<file path="src/rtl/rcc_pkg.sv">
// Shared types and constants for the rolling checksum chunker.
package rcc_pkg;

   // Field widths fixed by the stream format
   localparam int BYTE_WIDTH          = 8;
   localparam int SUM_WIDTH           = 16;
   localparam int COUNT_WIDTH         = 32;
   localparam int WINDOW_LENGTH_WIDTH = 13;

   // Window store depth default
   localparam int MAX_WINDOW_DEFAULT = 4096;

   // Control and status register port
   localparam int CSR_DATA_WIDTH  = 16;
   localparam int CSR_INDEX_WIDTH = 1;

   typedef enum logic [CSR_INDEX_WIDTH-1:0] {
      CSR_WINDOW_LENGTH = 1'b0,
      CSR_CUT_TARGET    = 1'b1
   } csr_index_type;

   localparam logic [WINDOW_LENGTH_WIDTH-1:0] WINDOW_LENGTH_RESET = 13'd4095;
   localparam logic [SUM_WIDTH-1:0]           CUT_TARGET_RESET    = 16'd0;
   localparam logic [COUNT_WIDTH-1:0]         COUNT_MAX           = 32'hffff_ffff;

   // One request: a byte of the stream
   typedef struct packed {
      logic [BYTE_WIDTH-1:0] data_byte;
      logic                  end_of_stream;
   } req_type;

   // One response per request
   typedef struct packed {
      logic                   boundary;
      logic                   final_chunk;
      logic [COUNT_WIDTH-1:0] chunk_length;
      logic [31:0]            rolling_sum;
   } rsp_type;

   // Running checksum state of the open chunk
   typedef struct packed {
      logic [SUM_WIDTH-1:0]   low_sum;
      logic [SUM_WIDTH-1:0]   high_sum;
      logic [COUNT_WIDTH-1:0] bytes_in_chunk;
   } sums_type;

endpackage

</file>
<file path="src/rtl/rcc_roll_update.sv">
// Checksum fill and roll update, cut test and pointer advance for one byte.
module rcc_roll_update #(
   parameter int PTR_WIDTH = 12
) (
   input  rcc_pkg::sums_type          sums,
   input  logic [PTR_WIDTH-1:0]       pos,
   input  logic [PTR_WIDTH:0]         eff_window,
   input  rcc_pkg::req_type           req,
   input  logic [7:0]                 old_byte,
   input  logic [15:0]                cut_target,
   output rcc_pkg::sums_type          sums_next,
   output logic [PTR_WIDTH-1:0]       ptr_next,
   output rcc_pkg::rsp_type           rsp
);
   import rcc_pkg::*;

   logic                   filling;
   logic [SUM_WIDTH-1:0]   low_fill;
   logic [SUM_WIDTH-1:0]   high_fill;
   logic [SUM_WIDTH-1:0]   low_roll;
   logic [SUM_WIDTH-1:0]   high_roll;
   logic [SUM_WIDTH-1:0]   window_lo;
   logic [BYTE_WIDTH:0]    old_inc;
   logic [SUM_WIDTH-1:0]   drop_term;
   logic [SUM_WIDTH-1:0]   low_new;
   logic [SUM_WIDTH-1:0]   high_new;
   logic [COUNT_WIDTH-1:0] count_new;
   logic [COUNT_WIDTH-1:0] window_wide;
   logic                   cut;
   logic                   chunk_end;
   logic [PTR_WIDTH:0]     ptr_adv;

   assign window_wide = COUNT_WIDTH'(eff_window);
   assign filling     = sums.bytes_in_chunk < window_wide;

   // Fill: add byte plus one, then fold the low sum into the high sum
   assign low_fill  = sums.low_sum + SUM_WIDTH'(req.data_byte) + 16'd1;
   assign high_fill = sums.high_sum + low_fill;

   // Roll: drop the byte one window back and add the new one
   assign window_lo = SUM_WIDTH'(eff_window);
   assign old_inc   = {1'b0, old_byte} + 9'd1;
   assign drop_term = SUM_WIDTH'(window_lo * SUM_WIDTH'(old_inc));
   assign low_roll  = sums.low_sum - SUM_WIDTH'(old_byte) + SUM_WIDTH'(req.data_byte);
   assign high_roll = sums.high_sum - drop_term + low_roll;

   assign low_new  = filling ? low_fill : low_roll;
   assign high_new = filling ? high_fill : high_roll;

   // Saturating chunk length
   assign count_new = (sums.bytes_in_chunk == COUNT_MAX) ? sums.bytes_in_chunk
                                                         : sums.bytes_in_chunk + 32'd1;

   // Cut once a full window has been seen
   assign cut       = (count_new >= window_wide) && (low_new == cut_target);
   assign chunk_end = cut || req.end_of_stream;

   // Advance the ring pointer, wrapping at the window
   assign ptr_adv = {1'b0, pos} + {{PTR_WIDTH{1'b0}}, 1'b1};

   always_comb begin
      if (chunk_end) begin
         sums_next = '0;
         ptr_next  = '0;
      end else begin
         sums_next.low_sum        = low_new;
         sums_next.high_sum       = high_new;
         sums_next.bytes_in_chunk = count_new;
         ptr_next = (ptr_adv >= eff_window) ? '0 : ptr_adv[PTR_WIDTH-1:0];
      end
   end

   assign rsp.boundary     = chunk_end;
   assign rsp.final_chunk  = req.end_of_stream;
   assign rsp.chunk_length = count_new;
   assign rsp.rolling_sum  = {high_new, low_new};

endmodule

</file>
<file path="config.mk">
export PLATFORM = sky130hd
export DESIGN_NAME = rcc_roll_update
export DESIGN_NICKNAME = d
export VERILOG_FILES = /design/src/rtl/rcc_pkg.sv /design/src/rtl/rcc_roll_update.sv
export SDC_FILE = /design/constraint.sdc
export NUM_CORES = 1
export LEC_CHECK = 0
export ABC_CLOCK_PERIOD_IN_PS = 6500
export BUFFER_PORTS_ARGS = -buffer_cell sky130_fd_sc_hd__buf_2
export CAP_MARGIN = 20
export CELL_PAD_IN_SITES_DETAIL_PLACEMENT = 1
export CELL_PAD_IN_SITES_GLOBAL_PLACEMENT = 2
export CORE_MARGIN = 8
export CORE_UTILIZATION = 31
export DETAILED_ROUTE_END_ITERATION = 10
export GPL_TIMING_DRIVEN = 1
export PLACE_DENSITY_LB_ADDON = 0.1
export SLEW_MARGIN = 20
export SYNTH_ARGS = -nofsm -noshare
export SYNTH_HDL_FRONTEND = slang
export SYNTH_SLANG_ARGS = --single-unit
</file>
<file path="constraint.sdc">
create_clock -name vclk -period 6.5
set_input_delay 0.325 -clock vclk [all_inputs]
set_output_delay 0.325 -clock vclk [all_outputs]
set_load 0.01 [all_outputs]
</file>
== Word-level counts from Yosys, hierarchy flattened ==
Cells that the tools add are included.
W data, S select, Z words.

* Add/sub/neg operators: 10
* Shifts and indexed selects: 0
* Divide/modulo/power cells: 0
* Muxes and demuxes: 6
* Reductions and logical operators: 2
* $lt $le $gt $ge: 3
* Multipliers: 1
* Eq/ne operators: 2
* Bitwise logic cells: 0

{| class="wikitable"
|+ Operators with widths
! cell !! number
|-
| $mux W64 || 1
|-
| $add A16 B16 Y16 || 2
|-
| $add A16 B8 Y16 || 2
|-
| $add A32 B1 Y32 const B || 1
|-
| $eq A32 B32 Y1 const B || 1
|-
| $ge A32 B13 Y1 || 1
|-
| $lt A32 B13 Y1 || 1
|-
| $mux W16 || 2
|-
| $mux W32 || 1
|-
| $mux W12 || 2
|-
| $add A16 B1 Y16 const B || 1
|-
| $eq A16 B16 Y1 || 1
|-
| $mul A13 B9 Y16 || 1
|-
| $sub A16 B16 Y16 || 1
|-
| $sub A16 B8 Y16 || 1
|-
| $add A12 B1 Y13 const B || 1
|-
| $ge A13 B13 Y1 || 1
|-
| $add A8 B1 Y9 const B || 1
|-
| $logic_and A1 B1 Y1 || 1
|-
| $logic_or A1 B1 Y1 || 1
|}

* Memory bits (read-only): 0
* Memories: 0
* Memory bits (writable): 0
* Output and inout port bits: 142
* Bits in latches: 0
* Register bits: 0

== Depth between registers and ports, before layout ==
Gate-level depths: netlist (run 1).

* Depth after elaboration: 7
* Mapped depth: 27
* Depth with buffers taken out: 27

== Worst setup path after synthesis (run 1) ==
OpenSTA, ideal clock, no wires.

* Path kind: input-to-output
* Start: input old_byte[0]
* End: output sums_next[46] (netlist bit)
* Arrival: 5.655 ns
* Slack: 0.520 ns
* Required time: 6.175 ns
* Cell stages on the path: 20
* Path buffers: 0
* Cells stage by stage: ha_1 nand3_1 nor3_1 nand2_1 fa_1 fa_1 fa_1 fa_1 inv_1 fa_1 inv_1 ha_1 a21oi_1 nor2b_1 o21bai_1 nor4_1 o31ai_1 xnor2_1 mux2i_1 nor2b_1

{| class="wikitable"
|+ RTL lines
! what !! line !! text
|-
| start, declared || rcc_roll_update.sv:9 || <nowiki>input logic [7:0] old_byte,</nowiki>
|-
| end, declared || rcc_roll_update.sv:11 || <nowiki>output rcc_pkg::sums_type sums_next,</nowiki>
|}

==> results of run 1 <==
==> layer usage <==
metal | vias to the layer above | GRT usage (%)
met2 | 215 | 37.8
met3 | 23 | 1.29
li1 | 4816 | -
met1 | 4794 | 26.2
met4 | 2 | 1.75
met5 | - | 0
==> metrics by stage <==
step	hold slack (ns)	cells	setup WS, ns
2_1_floorplan	0.684	1285	0.520
4_1_cts	0.883	1942	0.0262
3_5_place_dp	0.882	1942	0.0718
6_report	0.876	1951	0.279
3_3_place_gp	0.883	1942	0.162
5_1_grt	0.898	1948	-0.0296
==> worst max-delay path by stage <==
stage	start	end	cells past startpoint
after floorplan	old_byte[0]	sums_next[46]	20
after global placement	sums[49]	sums_next[47]	27
after detailed placement	old_byte[0]	sums_next[44]	24
after CTS	old_byte[0]	sums_next[46]	23
after global routing	old_byte[0]	sums_next[46]	27
final	old_byte[1]	sums_next[47]	25
==> layout make-up <==
type | instances | area (um2) | area share (%)
Antenna cell | 3 | 7.51 | 0.0635
Timing Repair Buffer | 308 | 1690 | 14.3
Tap cell | 402 | 503 | 4.25
Multi-Input combinational cell | 1053 | 8940 | 75.6
Inverter | 185 | 694 | 5.87
==> synth_stat cells, types with 8 or more instances <==
cell type,count
inv_1,185
nand2_1,141
ha_1,118
fa_1,103
xnor2_1,81
nor2_1,77
nor2b_1,62
a21oi_1,59
o21ai_0,44
xor2_1,42
and2_1,41
clkbuf_1,39
nand3_1,36
nor3_1,25
nand2b_1,18
nand4_1,15
a211oi_1,14
a21o_1,13
or3_1,12
and3_1,11
o21a_1,11
nor4_1,8
nor4b_2,8
==> where the power goes <==
group          switching, mW  leakage (nW)  internal, mW
Sequential                 0             0             0
Clock                      0     0.0000190  0.0000000457
Combinational           3.92          5.82          3.14
==> timing repair <==
item,CTS,global route
hold endpoints to repair,0,0
endpoints found under the setup margin,0,11
gates resized for setup,0,34
buffers inserted,0,6
==> layout by cell type (no fill, tap or decap), types with 7 or more instances in the layout <==
master and n:
nor2_1 75, nand3_1 34, a211oi_1 13, o21a_1 11
nor4_1 7, o31ai_1 7, nand2b_1 17, and3_1 11
and2_1 41, xnor2_1 79, a21oi_1 55, buf_4 42
o211ai_1 7, inv_1 184, ha_1 116, xor2_1 41
nor4b_2 8, or3_1 12, nor2b_1 61, a21o_1 13
nor3_1 23, buf_2 260, nand4_1 15, o21ai_0 40
nand2_1 141, fa_1 102
==> logic make-up (layout without fill, tap and decap cells) <==
group	Yosys count	count (layout)	synth area share, %
and+or+nand+nor	484	484	26.3
buffers and inverters	232	493	9.34
adders and majority gates	222	222	36.5
AOI/OAI and AO/OA	210	210	14.4
xor gates and xnor gates	130	130	12.7
muxes	7	7	0.734
other	0	3	0
==> impl_metrics.ini, run 1 <==
[hold_path]
min_path_cells = 2
min-delay-path-class = in2out
min_from = req[0]
whs_endpoint = rsp[64]

[placed_design]
portBuffers = 264
place.gp.congestion = 0.859
dpl.hpwl_um = 33700
placed_cell_area_mm2 = 0.0116

[power_and_ir_drop]
power_per_cell_area_mw_per_mm2 = 596
p_total_mw = 7.05
ir_drop_mv = 1.96
leakage_nw = 5.82

[timing]
relSlewSlack_pct = 46.5
fin_crit_sh_pct = 95.7
setup_tns_ns = 0
setup_violations = 0
hold_violations = 0
fmax_mhz = 161
finalMaxSlewViolations = 0
worst_slew_pin_slew_ns = 0.782
period_needed_ns = 6.22

[global_routing]
antenna_found_initial = 1
grt.total_usage_pct = 20.3
grt_pass1_wl_um = 59700
grt_overflow = 0
grt_max_degree = 44
grt_pass1_vias = 10479

[die]
die_area_mm2 = 0.0372
die_h_um = 193
coreArea_mm2 = 0.0312
ios = 264
die-width_um = 193
start_util_pct = 31.1
rows = 65

[cells_and_area]
regArea_um2 = 0
fin_util_pct = 37.9
drive_above_1_share_pct = 23.2
syn_to_final_growth_pct = 21.8
nFillCells = 3980
seq_cells = 0
final_area_mm2 = 0.0118
clock_buffers = 0
final_nets = 1891

[setup_path]
critPathMaxFanout = 6
path_buf_inv = 6
cpMaxStageDelayCell = fa_1
startpoint_type = input port
crit_path_end_kind = primary output
cpMostUsedCell = fa_1
cp_slowest_stage_delay_ns = 0.54
crit_arrival_ns = 5.90
cpLargestDelayFamily = adder cells
critPathRequiredTime_ns = 6.17
worstSetupPathType = in2out

[yosys]
synth.distinct_cells = 79
syn_area_mm2 = 0.00971
synth_nets = 1628
yosys.area.top_type_share_pct = 21.2
syn_inst = 1285
synth_area_leaders = fa_1, ha_1, xnor2_1
yosys.area.top_type = fa_1
ys_seq_area_share_pct = 0
yosysWarnings = 0
avgSynthCellArea_um2 = 7.56

[routing]
antenna_left = 0
drt_iter0_drc = 261
wl_met3_um = 1620
drt_wl_total_um = 38300
dr.pass1.iters = 4
drc = 0
detail_route.wl_per_cell_um = 19.6
dr.max_layer_used = met5
vias = 9850
avgViaCountPerCell = 5.05
m1WireLength_um = 17000
routed-wl-met2_um = 19300

[run_status]
outcome = completed

[flow_run]
drv_cap = 0

[clock_tree]
cts_hold_buf = 0
(Power assumes the default switching activity.)
==> run 2, diff against run 1 <==
PLACE_DENSITY = 0.92   (was not set)
PLACE_DENSITY_LB_ADDON = not set   (was 0.1)
==> run 2 against run 1 <==
Net effect:
- global-route usage down 0.98 points
- final area shrank 0.16%
- non-clock buffer count down 11
- maximum frequency decreased by 1.4%
- critical path depth is the same
- final cell count is 0.72% lower
- critical path type unchanged
- largest cell class unchanged
- highest routed layer unchanged
==> impl_metrics.ini, run 2 (same netlist as run 1, synthesis figures left out) <==
[cells_and_area]
instances_no_fill = 1937
drive_above_1_share_pct = 23.5
final_common_cell = buf_2
syn_to_final_growth_pct = 21.6
regArea_um2 = 0
seq_cells = 0
final_area_mm2 = 0.0118
final_cell_mix = buf_2, inv_1, nand2_1
final_nets = 1880
nFillCells = 3966
diodes = 0
clock_buffers = 0

[power_and_ir_drop]
leakage_nw = 5.78
power_per_cell_area_mw_per_mm2 = 610
ir_drop_mv = 1.07

[routing]
dr.pass1.iters = 4
antenna_left = 0
drc = 0
vias = 10107
avgViaCountPerCell = 5.22
drt_wl_total_um = 37200
drt_iter0_drc = 493
detail_route.wl_per_cell_um = 19.2

[setup_path]
worstSetupPathType = in2out
crit_path_end_kind = primary output
startpoint_type = input port
crit_arrival_ns = 5.98
cpMaxStageDelayCell = fa_1
critPathMaxFanout = 4
critPathRequiredTime_ns = 6.17
cp_slowest_stage_delay_ns = 0.54

[die]
die_area_mm2 = 0.0372
rows = 65
die_h_um = 193
start_util_pct = 31.1
die-width_um = 193
ios = 264
coreArea_mm2 = 0.0312

[timing]
relSlewSlack_pct = 43.4
fin_ws_ns = 0.192
fin_crit_sh_pct = 97.1
setup_violations = 0
rsz0062_at_grt = true
fmax_mhz = 159
whs_ns = 0.857
worst_slew_pin_slew_ns = 0.827
finalMaxSlewViolations = 0
period_needed_ns = 6.31
hold_violations = 0

[hold_path]
min-delay-path-class = in2out
min_path_cells = 2
whs_endpoint = rsp[64]
min_from = req[0]

[global_routing]
grt_max_degree = 67
busiest_layer = met2
grt_overflow = 0
grt_util_met2_pct = 35.8
use_met1_pct = 23.9
grt_pass1_vias = 10900
grt_pass1_wl_um = 57700
met3_usage_pct = 2.19
grt.total_usage_pct = 19.3
antenna_found_initial = 2

[placed_design]
place.gp.congestion = 0.885
portBuffers = 264
dpl.hpwl_um = 32900
placed_cell_area_mm2 = 0.0116
pre_cts_ws_ns = -0.0879
placed_cells = 1932

[run_status]
outcome = completed

[flow_run]
drv_cap = 0

[clock_tree]
cts_hold_buf = 0
-- run 2: worst max path at each step --
stage / startpoint / to / depth (start not counted) / slack (ns)
after floorplan: old_byte[0] / sums_next[46] / 20 / 0.52
after global placement: sums[50] / rsp[31] / 23 / 0.05
after detailed placement: sums[52] / sums_next[47] / 23 / -0.09
after CTS: sums[49] / sums_next[47] / 27 / 0.002
after global routing: old_byte[1] / sums_next[46] / 23 / -0.11
final: sums[50] / sums_next[46] / 25 / 0.19
-- run 2: stage by stage --
stage | TNS, ns | util [%] | total power [mW]
CTS | 0 | 37.1 | 6.87
finish | 0 | 37.8 | 7.20
global placement | 0 | 37.0 | 6.65
floorplan | 0 | - | 4.26
detailed placement | -0.212 | 37.0 | 6.79
global route | -0.333 | 37.8 | 7.94
-- run 2: area by class of cell --
type / count / area (um2) / share of cell area [%]
inverters: 185 / 694 / 5.88
multi-input cells: 1053 / 9020 / 76.4
well taps: 402 / 503 / 4.26
repair buffers: 297 / 1590 / 13.5
-- run 2: repair_timing --
item,in CTS,in global routing
buffers inserted,0,5
gates resized for setup,4,43
pin swaps,0,20
endpoints found under the setup margin,5,10
-- run 2: layer usage --
layer  wire length, um  up-vias
met1             16200     5031
met5                13        -
met4               571        2
met3              1950       39
met2             18500      262
li1                  -     4773
-- run 2: worst max-delay path: cells and delay by family --
| family | cells | cell delay, ns |
|---|---|---|
| AO/OA/AOI/OAI | 6 | 1.15 |
| buffers and inverters | 7 | 0.59 |
| adder cells (fa/ha/maj) | 6 | 2.73 |
| XOR/XNOR | 2 | 0.28 |
| multiplexers | 1 | 0.25 |
| AND/OR/NAND/NOR | 3 | 0.66 |
-- run 2: power breakdown --
group / switching, mW / internal [mW]
clock network: 0 / 0
logic: 4.12 / 3.08
registers: 0 / 0
